**src/rtl/stbs_pkg.sv**
```systemverilog
// Shared types and constants for the sorted-table binary search block.
// Used by stbs_front, stbs_back and sorted_table_binary_search.
`timescale 1ns / 1ps

package stbs_pkg;

  localparam int TABLE_DEPTH_DEFAULT = 256;
  localparam int INDEX_W = 8;
  localparam int VALUE_W = 32;
  localparam int SIZE_W = 9;

  localparam logic ACT_SEARCH = 1'b1;

  // One classified word as it waits between the front and the back.
  typedef struct packed {
    logic                      is_search;
    logic [INDEX_W-1:0]        index;
    logic signed [VALUE_W-1:0] operand;
  } cmd_t;

  typedef struct packed {
    logic valid;
    cmd_t cmd;
  } qhead_t;

  typedef struct packed {
    logic searching;
    logic writing;
  } status_t;

  typedef enum logic [0:0] {
    ST_IDLE,
    ST_PROBE
  } state_t;

endpackage

```
**src/rtl/stbs_front.sv**
```systemverilog
// Input side: accepts words, classifies them as load or search, and holds them
// in a two-word queue for the back end. Depends on stbs_pkg.
`timescale 1ns / 1ps

module stbs_front (
  input  logic                               clk,
  input  logic                               rst,
  input  logic                               push,
  output logic                               full,
  input  logic                               action,
  input  logic [stbs_pkg::INDEX_W-1:0]       entry_index,
  input  logic signed [stbs_pkg::VALUE_W-1:0] entry_value,
  input  logic signed [stbs_pkg::VALUE_W-1:0] search_key,
  output stbs_pkg::qhead_t                   head,
  input  logic                               head_take
);

  stbs_pkg::cmd_t q [2];
  stbs_pkg::cmd_t cmd_in;
  logic           wr_ptr;
  logic           rd_ptr;
  logic [1:0]     count;
  logic           push_ok;
  logic           pop_ok;

  always_comb begin
    cmd_in.is_search = (action == stbs_pkg::ACT_SEARCH);
    cmd_in.index     = entry_index;
    cmd_in.operand   = cmd_in.is_search ? search_key : entry_value;
  end

  assign full       = (count == 2'd2);
  assign push_ok    = push && !full;
  assign pop_ok     = head_take && (count != 2'd0);
  assign head.valid = (count != 2'd0);
  assign head.cmd   = q[rd_ptr];

  always_ff @(posedge clk) begin
    if (push_ok) begin
      q[wr_ptr] <= cmd_in;
    end
  end

  always_ff @(posedge clk) begin
    if (rst) begin
      wr_ptr <= 1'b0;
      rd_ptr <= 1'b0;
      count  <= 2'd0;
    end else begin
      if (push_ok) begin
        wr_ptr <= !wr_ptr;
      end
      if (pop_ok) begin
        rd_ptr <= !rd_ptr;
      end
      unique case ({push_ok, pop_ok})
        2'b10:   count <= count + 2'd1;
        2'b01:   count <= count - 2'd1;
        default: count <= count;
      endcase
    end
  end

endmodule

```
**config.mk**
```make
export PLATFORM = sky130hd
export DESIGN_NAME = stbs_front
export DESIGN_NICKNAME = d
export VERILOG_FILES = /design/src/rtl/stbs_pkg.sv /design/src/rtl/stbs_front.sv
export SDC_FILE = /design/constraint.sdc
export NUM_CORES = 1
export LEC_CHECK = 0
export BUFFER_PORTS_ARGS = -buffer_cell sky130_fd_sc_hd__buf_4
export CORE_MARGIN = 4
export CORE_UTILIZATION = 52
export CTS_BUF_LIST = sky130_fd_sc_hd__clkbuf_4 sky130_fd_sc_hd__clkbuf_8
export DETAILED_ROUTE_END_ITERATION = 7
export GPL_TIMING_DRIVEN = 0
export HOLD_SLACK_MARGIN = 0.1
export PLACE_DENSITY = 0.88
export SLEW_MARGIN = 10
export SYNTH_ARGS = -nofsm -noshare
export SYNTH_HDL_FRONTEND = slang
export SYNTH_SLANG_ARGS = --single-unit
```
**constraint.sdc**
```tcl
create_clock -name clk -period 2.34 [get_ports clk]
set_input_delay 0 -clock clk [delete_from_list [all_inputs] [get_ports clk]]
set_output_delay 0 -clock clk [all_outputs]
set_load 0.1 [all_outputs]
```
Word-level counts from Yosys, hierarchy flattened
Memory sizes are Yosys's and may differ from the RTL's. A register that Yosys moved wholly into a read port is not among the register bits.
Index checks and enable logic that the tools add are counted.
Widths: inputs -> output; s select.
{"block": "op_classes", "add_sub_neg": 2, "n_eq_ne": 3, "muxes": 6, "reduce_logical": 7}
{"cell": "$mux 32", "n": 1}
{"cell": "$eq 2x2->1 const B", "n": 2}
{"cell": "$mux 1", "n": 4}
{"cell": "$pmux 2 s2", "n": 1}
{"cell": "$reduce_bool 2->1", "n": 2}
{"cell": "$logic_not 1->1", "n": 3}
{"cell": "$add 2x1->2 const B", "n": 1}
{"cell": "$eq 2x1->1 const B", "n": 1}
{"cell": "$logic_and 1x1->1", "n": 2}
{"cell": "$sub 2x1->2 const B", "n": 1}
{"block": "word_totals", "ff_bits": 4, "ram_bits": 82, "input_bits": 77, "output_inout_bits": 43, "elab_cells": 22, "mem_count": 1}
{"memory": "q", "words": 2, "width": 41, "read_ports": 1, "rd_clocked_by_memory_dff": 1, "wr": 1, "line": "stbs_front.sv:18", "source": "stbs_pkg::cmd_t q [2];"}

Logic depth before layout (Yosys ltp)
Gate-level depths: netlist of run 1.
{"block": "logic_depth", "ltp_word": 5, "depth_mapped": 6, "depth_no_buf": 6}

Worst setup path after synthesis of run 1
Ideal clock, no wire load.
{"block": "synth_path", "kind": "register to register", "from": "register count[0]", "to": "memory q[0][0] in the netlist's numbering, enable pin", "setup_time_ns": 0.395, "arrival_time_ns": 1.934, "t_required_ns": 1.945, "slack_ns": 0.010, "stages_incl_launch_ff": 5, "path_buffers": 0, "period_less_slack_ns": 2.330, "cell_sequence": "dfxtp_1 > nand2b_2 > inv_2 > or3_1 > inv_1"}
{"block": "synth_between", "elab_chain_len": 5}
{"element": "start: declaration", "line": "stbs_front.sv:22", "source": "logic [1:0] count;"}
{"element": "start signal: assignment", "line": "stbs_front.sv:57", "source": "2'b10: count <= count + 2'd1;"}
{"element": "start signal: assignment", "line": "stbs_front.sv:58", "source": "2'b01: count <= count - 2'd1;"}
{"element": "start signal: assignment", "line": "stbs_front.sv:59", "source": "default: count <= count;"}
{"element": "$eq 2x2->1", "line": "stbs_front.sv:32", "source": "assign full = (count == 2'd2);"}
{"element": "net full", "line": "stbs_front.sv:9", "source": "output logic full,"}
{"element": "$logic_not 1->1", "line": "stbs_front.sv:33", "source": "assign push_ok = push && !full;"}
{"element": "$logic_and 1x1->1", "line": "stbs_front.sv:33"}
{"element": "$mux 1", "line": "stbs_front.sv:39", "source": "if (push_ok) begin"}
{"element": "$mux 1 (not written as such)", "line": "stbs_front.sv:40", "source": "q[wr_ptr] <= cmd_in;"}
{"element": "end: declaration", "line": "stbs_front.sv:18"}
The timed path passes the listed nets, and every way through them passes these cells.

==> results.cfg, run 1 <==
[global_routing]
grt_max_degree = 30
antenna_found_initial = 0
grt.total_usage = 0.243
grt_pass1_wl_mm = 15.1
grt_pass1_vias = 2805
overflow = 0

[cells_and_area]
finalInstanceArea_um2 = 5580
final_common_cell = buf_4
drive_gt1_frac = 0.543
fin_nets = 476
final_cell_mix = 119 x buf_4, 82 x edfxtp_1, 76 x dlygate4sd3_1
area_delta_synth_final_pct = 57.0
nFillCells = 288
num_antenna_cells = 0

[placed_design]
dpl-instance-area_um2 = 4580
place.gp.congestion = 0.709
pre_cts_ws_ns = 0.448
dp_hpwl_mm = 5.25
io_buffers = 119

[die]
initial_core_util = 0.547
die-area_um2 = 8220
rows = 29
die_h_um = 90.7
die_w_um = 90.7
core_area_um2 = 6490
ioPinCount = 120

[synthesis]
syn-mean-instance-area_um2 = 18.7
seq_area_frac_synth = 0.721
post-synth-top-area-cell = edfxtp_1
syn_nets = 268
synth_top_area_frac = 0.693
synth_top_cells_by_area = edfxtp_1 69%, mux2_2 23%, dfxtp_1 2.8%
synth_warnings = 0
syn_area_um2 = 3550
ys_seq_elements = 87
synth.distinct_cells = 20
synth_cells = 190

[sta]
relSlewSlack = 0.720
drv_slew = 0
finalSetupViolCount = 0
min_period_over_period = 0.892
hold_viol = 0
finClkSkew_ns = 0.00942
fmax_mhz = 479
setup_ws_ns = 0.253
tightest_slew_ns = 0.420
min_period_ns = 2.09
rsz0062_at_grt = no

[setup_path]
critPathBufInv = 5
cp.required_ns = 2.44
cp_data_arrival_time_ns = 2.18
crit_family = buffers and inverters
crit_slowest_cell = dlygate4sd3_1
start_kind = input pin
reg2reg_from = count[0]
r2r_end = q[0][38]
ff2ff_setup_slack_ns = 0.44
endpoint_kind = flip-flop
path_cells = dlygate4sd3_1 > buf_4 > clkbuf_1 > buf_2 > mux2_2 > dlygate4sd3_1
worstSetupPathType = input pin to flip-flop
path_max_fanout = 10
cpPeakStageDelay_ns = 0.59
path_common_cell = dlygate4sd3_1
r2r_cells = 5

[detailed_routing]
met1Wirelength_mm = 3.54
dr.pass1.iters = 4
wl_met2_mm = 5.38
drtIter0Drc = 120
drc = 0
dr_wl_met3_um = 655
vias = 2506
antenna_left = 0
avgRoutedWirePerCell_um = 20.2
via_per_inst = 5.22
highest_layer = met4
wl_mm = 9.72

[worst_hold_path]
whs_endpoint = q[0][32]
min_path_type = input pin to flip-flop
min_from = entry_index[0]
holdPathStages = 2

[job]
cap_violations = 0

[pwr]
powerDensity_nw_per_um2 = 1220
p_leak_nw = 2.21
ir_worst_vdd_mv = 1.05

[clock_network]
cts_buffer_depth = 2
cts.sinks = 87
cts-htree-levels = 3
numCtsBuffers = 9
insertion_delay_ns = 0.35
cts_tree = done
clkTransAtPathRegs_ns = 0.08
root_buffer = clkbuf_8

[run_status]
status = finished, final reports clean
-- final cells by class --
class	count	area (um2)	area share
inverter	3	11.3	0.00202
buffer	9	42.5	0.00762
tap	77	96.3	0.0173
multi-input combinational	91	938	0.168
clock inverter	7	111	0.0200
timing repair buffer	197	1690	0.304
clock buffer	9	124	0.0222
sequential	87	2560	0.459
-- synth_stat cells (all sizes together) --
master	count
or3	2
dfxtp	5
clkbuf	2
o21ai	2
xnor2	2
inv	3
mux2	73
ha	1
xor2	1
or2	1
buf	7
nor2	3
nand2	1
edfxtp	82
o21a	1
nand2b	1
a21oi	2
and3	1
-- registers in the layout, summed over array words and instances, names as in the netlist, named ones only --
| name | cells |
|---|---|
| q | 82 |
| count | 2 |
| rd_ptr | 1 |
| wr_ptr | 1 |
-- worst max-delay path by stage --
stage               startpoint  slack [ns]  endpoint  cells past startpoint
floorplan             count[0]        0.01   q[0][0]                      4
global placement      count[0]       -0.23  q[0][38]                      4
detailed placement    count[0]        0.45  q[0][38]                      5
CTS                     action        0.29  q[1][28]                      6
global route            action        0.21  q[0][20]                      6
finish                  action        0.25   q[0][9]                      6
-- layer usage --
metal,GRT usage,vias up
met3,0.0750,13
met1,0.262,1235
met5,0,-
met4,0.0702,0
met2,0.453,107
li1,-,1151
-- stage by stage --
step,util,power [mW],instances,TNS [ns],hold slack [ns]
after floorplan,-,4.74,190,0,0.0691
after global placement,0.699,5.38,386,-17.20,0.185
after detailed placement,0.706,5.45,388,0,0.188
after CTS,0.859,6.79,480,0,0.362
after global routing,0.859,7.04,480,0,0.356
final,0.859,6.82,480,0,0.383
-- power breakdown --
group | total (mW) | switching, mW | internal, mW | leakage [nW]
clock network | 1.23 | 0.530 | 0.702 | 0.117
logic | 3.53 | 2.60 | 0.928 | 1.28
registers | 2.06 | 0.0810 | 1.98 | 0.808
-- worst reg2reg max path: stages, from the launching register on --
cell	delay (ns)
dfxtp_1	0.43
nand2b_2	0.18
inv_2	0.04
or3_1	0.35
inv_2	0.34
buf_12	0.26
-- kinds of logic (layout without fill, tap and decap cells) --
group | count (synthesis) | count (layout) | synth area share
compound gates | 5 | 5 | 0.00775
xor+xnor | 3 | 3 | 0.00740
fa+ha+maj | 1 | 1 | 0.00352
buf+inv | 12 | 225 | 0.0151
flops | 87 | 87 | 0.721
mux | 73 | 73 | 0.231
simple gates | 9 | 9 | 0.0137
-- what timing repair did --
| action | in CTS | in global routing |
|---|---|---|
| hold buffers | 76 | 0 |
| resized for setup | 0 | 0 |
| hold endpoints to repair | 87 | 0 |
| buffers inserted | 0 | 0 |
(Power assumes the default switching activity.)
==> run 2: changes to the inputs <==
==> constraint.sdc (replaced) <==
create_clock -name clk -period 2.2 [get_ports clk]
set_input_delay 0.11 -clock clk [delete_from_list [all_inputs] [get_ports clk]]
set_output_delay 0.11 -clock clk [all_outputs]
set_load 0.1 [all_outputs]
==> results.cfg, run 2 (synthesized netlist as in run 1, its figures left out) <==
[clock_network]
numCtsBuffers = 9
cts-htree-levels = 3
cts.sinks = 87
insertion_delay_ns = 0.36
clkTransAtPathRegs_ns = 0.09
cts_buffer_depth = 2
root_buffer = clkbuf_8
cts_tree = done
post_cts_buffers = 0

[setup_path]
cp_data_arrival_time_ns = 2.31
reg2reg_from = count[0]
worstSetupPathType = input pin to flip-flop
critical_path.startpoint = action
path_max_fanout = 10
cp.required_ns = 2.28
endpoint_kind = flip-flop
start_kind = input pin

[cells_and_area]
regArea_um2 = 2560
area_delta_synth_final_pct = 55.9
nFillCells = 290
top_register = q
fin_nets = 475
multi_input_area_um2 = 938
final_common_cell = buf_4
largest_register_ffs = 82
fin_util = 0.853
final_cell_mix = 122 x buf_4, 82 x edfxtp_1, 76 x dlygate4sd3_1
drive_gt1_frac = 0.542
reg_top3 = q (82), count (2)

[job]
cap_violations = 0

[pwr]
powerDensity_nw_per_um2 = 1270
power_mw = 7.06
ir_worst_vdd_mv = 1.02
p_leak_nw = 2.18

[placed_design]
place.gp.congestion = 0.712
io_buffers = 119
dp_hpwl_mm = 5.22
pre_cts_ws_ns = 0.0974

[worst_hold_path]
min_from = push
min_path_type = input pin to flip-flop

[die]
initial_core_util = 0.547
die_w_um = 90.7
rows = 29
ioPinCount = 120
die_h_um = 90.7
die-area_um2 = 8220
core_area_um2 = 6490

[run_status]
violations = negative setup slack
status = finished, violations left

[detailed_routing]
avgRoutedWirePerCell_um = 20.7
drtIter0Drc = 137
dr.pass1.iters = 4
drc = 0
via_per_inst = 5.20
wl_mm = 9.95
vias = 2494
antenna_left = 0

[global_routing]
grt_max_degree = 42
grt_pass1_wl_mm = 14.7
grt.total_usage = 0.237
grt_pass1_vias = 2693
overflow = 0
antenna_found_initial = 1

[sta]
drv_slew = 0
finalSetupViolCount = 11
fmax_mhz = 448
finClkSkew_ns = 0.0214
setup_ws_ns = -0.0320
hold_viol = 0
relSlewSlack = 0.420
min_period_ns = 2.23
tightest_slew_ns = 0.867
min_period_over_period = 1.01
run 2: changes by cell type in the layout (fill, tap and decap cells not counted), moves of 2 or more:
cell and delta:
buf_4 +3, buf_2 -3, buf_12 -2, bufinv_16 -2
inv_6 +2
run 2: path summary, 6_finish.rpt:
| path | slack [ns] | cells after the start | end |
|---|---|---|---|
| setup / recovery | -0.03 | 6 | q[1][17] |
| setup reg to reg | 0.17 | 4 | q[0][28] |
| hold / removal | 0.14 | 4 | wr_ptr |
| hold reg to reg | 0.49 | 2 | wr_ptr |
run 2: final cells by class:
type | instances | share of cell area
Timing Repair Buffer | 196 | 0.304
Clock inverter | 7 | 0.0126
Antenna cell | 1 | 0.000452
Inverter | 3 | 0.00271
Clock buffer | 9 | 0.0224
Tap cell | 77 | 0.0174
Multi-Input combinational cell | 91 | 0.169
Buffer | 9 | 0.00903
Sequential cell | 87 | 0.463
run 2: what timing repair did:
action / CTS / global route
endpoints found under the hold margin: 86 / 2
hold buffers: 75 / 1
gates resized for setup: 0 / 6
endpoints found under the setup margin: 0 / 52
run 2: stage by stage:
step | instances | instance area [um2] | hold slack (ns) | TNS (ns)
6_report | 480 | 5540 | 0.143 | -0.127
5_1_grt | 480 | 5540 | 0.153 | -0.696
4_1_cts | 478 | 5520 | 0.106 | 0
3_5_place_dp | 387 | 4580 | 0.298 | 0
3_3_place_gp | 386 | 4550 | 0.295 | -12.38
2_1_floorplan | 190 | 3560 | 0.179 | 0
run 2: metal layers:
layer	track usage	wire (um)	vias up
met3	0.0525	585	23
li1	-	-	1152
met2	0.425	5270	111
met5	0	0	-
met1	0.270	3810	1208
met4	0.101	291	0
run 2: critical path: stages:
cell           delay, ns
dlygate4sd3_1       0.55
buf_4               0.13
clkbuf_1            0.26
buf_4               0.27
mux2_2              0.37
dlygate4sd3_1       0.61
run 2: report_power, final:
part / internal [mW] / total, mW / switching [mW] / leakage, nW
logic: 0.973 / 3.73 / 2.75 / 1.27
clock network: 0.529 / 1.13 / 0.600 / 0.101
registers: 2.11 / 2.20 / 0.0880 / 0.808
total: 3.62 / 7.06 / 3.44 / 2.18
==> run 3: changes to the inputs <==
- CORE_UTILIZATION: 52 -> 45
- PLACE_DENSITY: 0.88 -> 0.79
- SETUP_SLACK_MARGIN: not set -> 0.05
==> results.cfg, run 3 (synthesized netlist as in run 1, its figures left out) <==
[global_routing]
grt_pass1_wl_mm = 13.3
grt_pass1_vias = 2665
antenna_found_initial = 0
grt.total_usage = 0.181
grt_max_degree = 42
overflow = 0

[clock_network]
numCtsBuffers = 9
cts.sinks = 87
cts_tree = done
cts_buffer_depth = 2
clkTransAtPathRegs_ns = 0.07
insertion_delay_ns = 0.34
post_cts_buffers = 0
root_buffer = clkbuf_8
cts-htree-levels = 3

[placed_design]
pre_cts_ws_ns = 0.0894
io_buffers = 119
place.gp.congestion = 0.687
dp_hpwl_mm = 4.75

[cells_and_area]
final_cell_mix = 119 x buf_4, 82 x edfxtp_1, 74 x dlygate4sd3_1
largest_register_ffs = 82
top_register = q
num_antenna_cells = 0
regArea_um2 = 2560
area_delta_synth_final_pct = 55.3
drive_gt1_frac = 0.545
multi_input_area_um2 = 938
reg_top3 = q (82), count (2)
fin_nets = 474
nFillCells = 511
final_common_cell = buf_4

[pwr]
p_leak_nw = 2.15
ir_worst_vdd_mv = 1.11
powerDensity_nw_per_um2 = 1230

[die]
rows = 32
die-area_um2 = 9380
die_w_um = 96.9
initial_core_util = 0.462
ioPinCount = 120
die_h_um = 96.9
core_area_um2 = 7690

[detailed_routing]
dr.pass1.iters = 4
antenna_left = 0
via_per_inst = 4.73
drc = 0
avgRoutedWirePerCell_um = 16.5
wl_mm = 8.28
vias = 2373
drtIter0Drc = 83

[job]
cap_violations = 0

[worst_hold_path]
whs_endpoint = wr_ptr
holdPathStages = 4
min_from = push
min_path_type = input pin to flip-flop

[run_status]
status = finished, final reports clean

[setup_path]
r2r_cells = 4
reg2reg_from = count[0]
endpoint_kind = output pin
cp.required_ns = 2.09
r2r_end = q[0][18]
worstSetupPathType = flip-flop to output pin
path_max_fanout = 10
ff2ff_setup_slack_ns = 0.36
start_kind = flip-flop
cp_data_arrival_time_ns = 1.81

[sta]
tightest_slew_ns = 0.557
setup_ws_ns = 0.283
min_period_over_period = 0.871
min_period_ns = 1.92
hold_viol = 0
fin_setup_tns_ns = 0
finalSetupViolCount = 0
fmax_mhz = 522
holdWs_ns = 0.150
rsz0062_at_grt = no
drv_slew = 0
relSlewSlack = 0.629
finClkSkew_ns = 0.00748
==> run 3: where the power goes <==
part | internal [mW] | total, mW | switching, mW
Clock | 0.423 | 0.930 | 0.507
Combinational | 0.953 | 3.67 | 2.71
Sequential | 2.11 | 2.18 | 0.0748
==> run 3: repair_timing <==
| item | in CTS | in global routing |
|---|---|---|
| endpoints found under the hold margin | 87 | 2 |
| endpoints found under the setup margin | 0 | 41 |
| resized for setup | 0 | 1 |
| hold buffers | 73 | 1 |
==> run 3: worst max-delay path by stage <==
stage | endpoint | slack [ns] | depth (start not counted) | start
6_report | head[21] | 0.28 | 4 | flip-flop
3_5_place_dp | q[0][14] | 0.09 | 4 | count[0]
4_1_cts | q[0][28] | 0.07 | 4 | count[0]
5_1_grt | head[21] | 0.16 | 4 | flip-flop
3_3_place_gp | q[1][32] | -0.36 | 2 | count[0]
2_1_floorplan | q[0][0] | 0.12 | 4 | count[0]
==> run 3: critical path, cell delays in order, from the launching register on <==
cell      delay, ns
dfxtp_1        0.31
clkbuf_1       0.22
buf_2          0.32
mux2_2         0.38
buf_4          0.23
==> run 3: per-stage QoR <==
step | instances | area [um2] | power, mW | util
floorplan | 190 | 3560 | 5.05 | -
global placement | 411 | 4580 | 5.74 | 0.596
detailed placement | 412 | 4610 | 5.78 | 0.599
CTS | 500 | 5500 | 6.82 | 0.715
global route | 502 | 5520 | 7.04 | 0.718
finish | 502 | 5520 | 6.78 | 0.718
==> run 3: layout make-up <==
cell class,count,area share
sequential,87,0.464
timing repair buffer,194,0.301
multi-input combinational,91,0.170
clock buffer,11,0.0252
tap,102,0.0231
buffer,9,0.00771
clock inverter,4,0.00431
inverter,3,0.00272
timing repair inverter,1,0.00136
==> run 3: per-layer routing <==
metal  GRT usage  up-vias  share of wire
li1            -     1141              -
met1       0.206     1144           0.39
met2       0.326       80           0.54
met3      0.0490        8          0.056
met4      0.0594        0         0.0099
met5           0        -              0
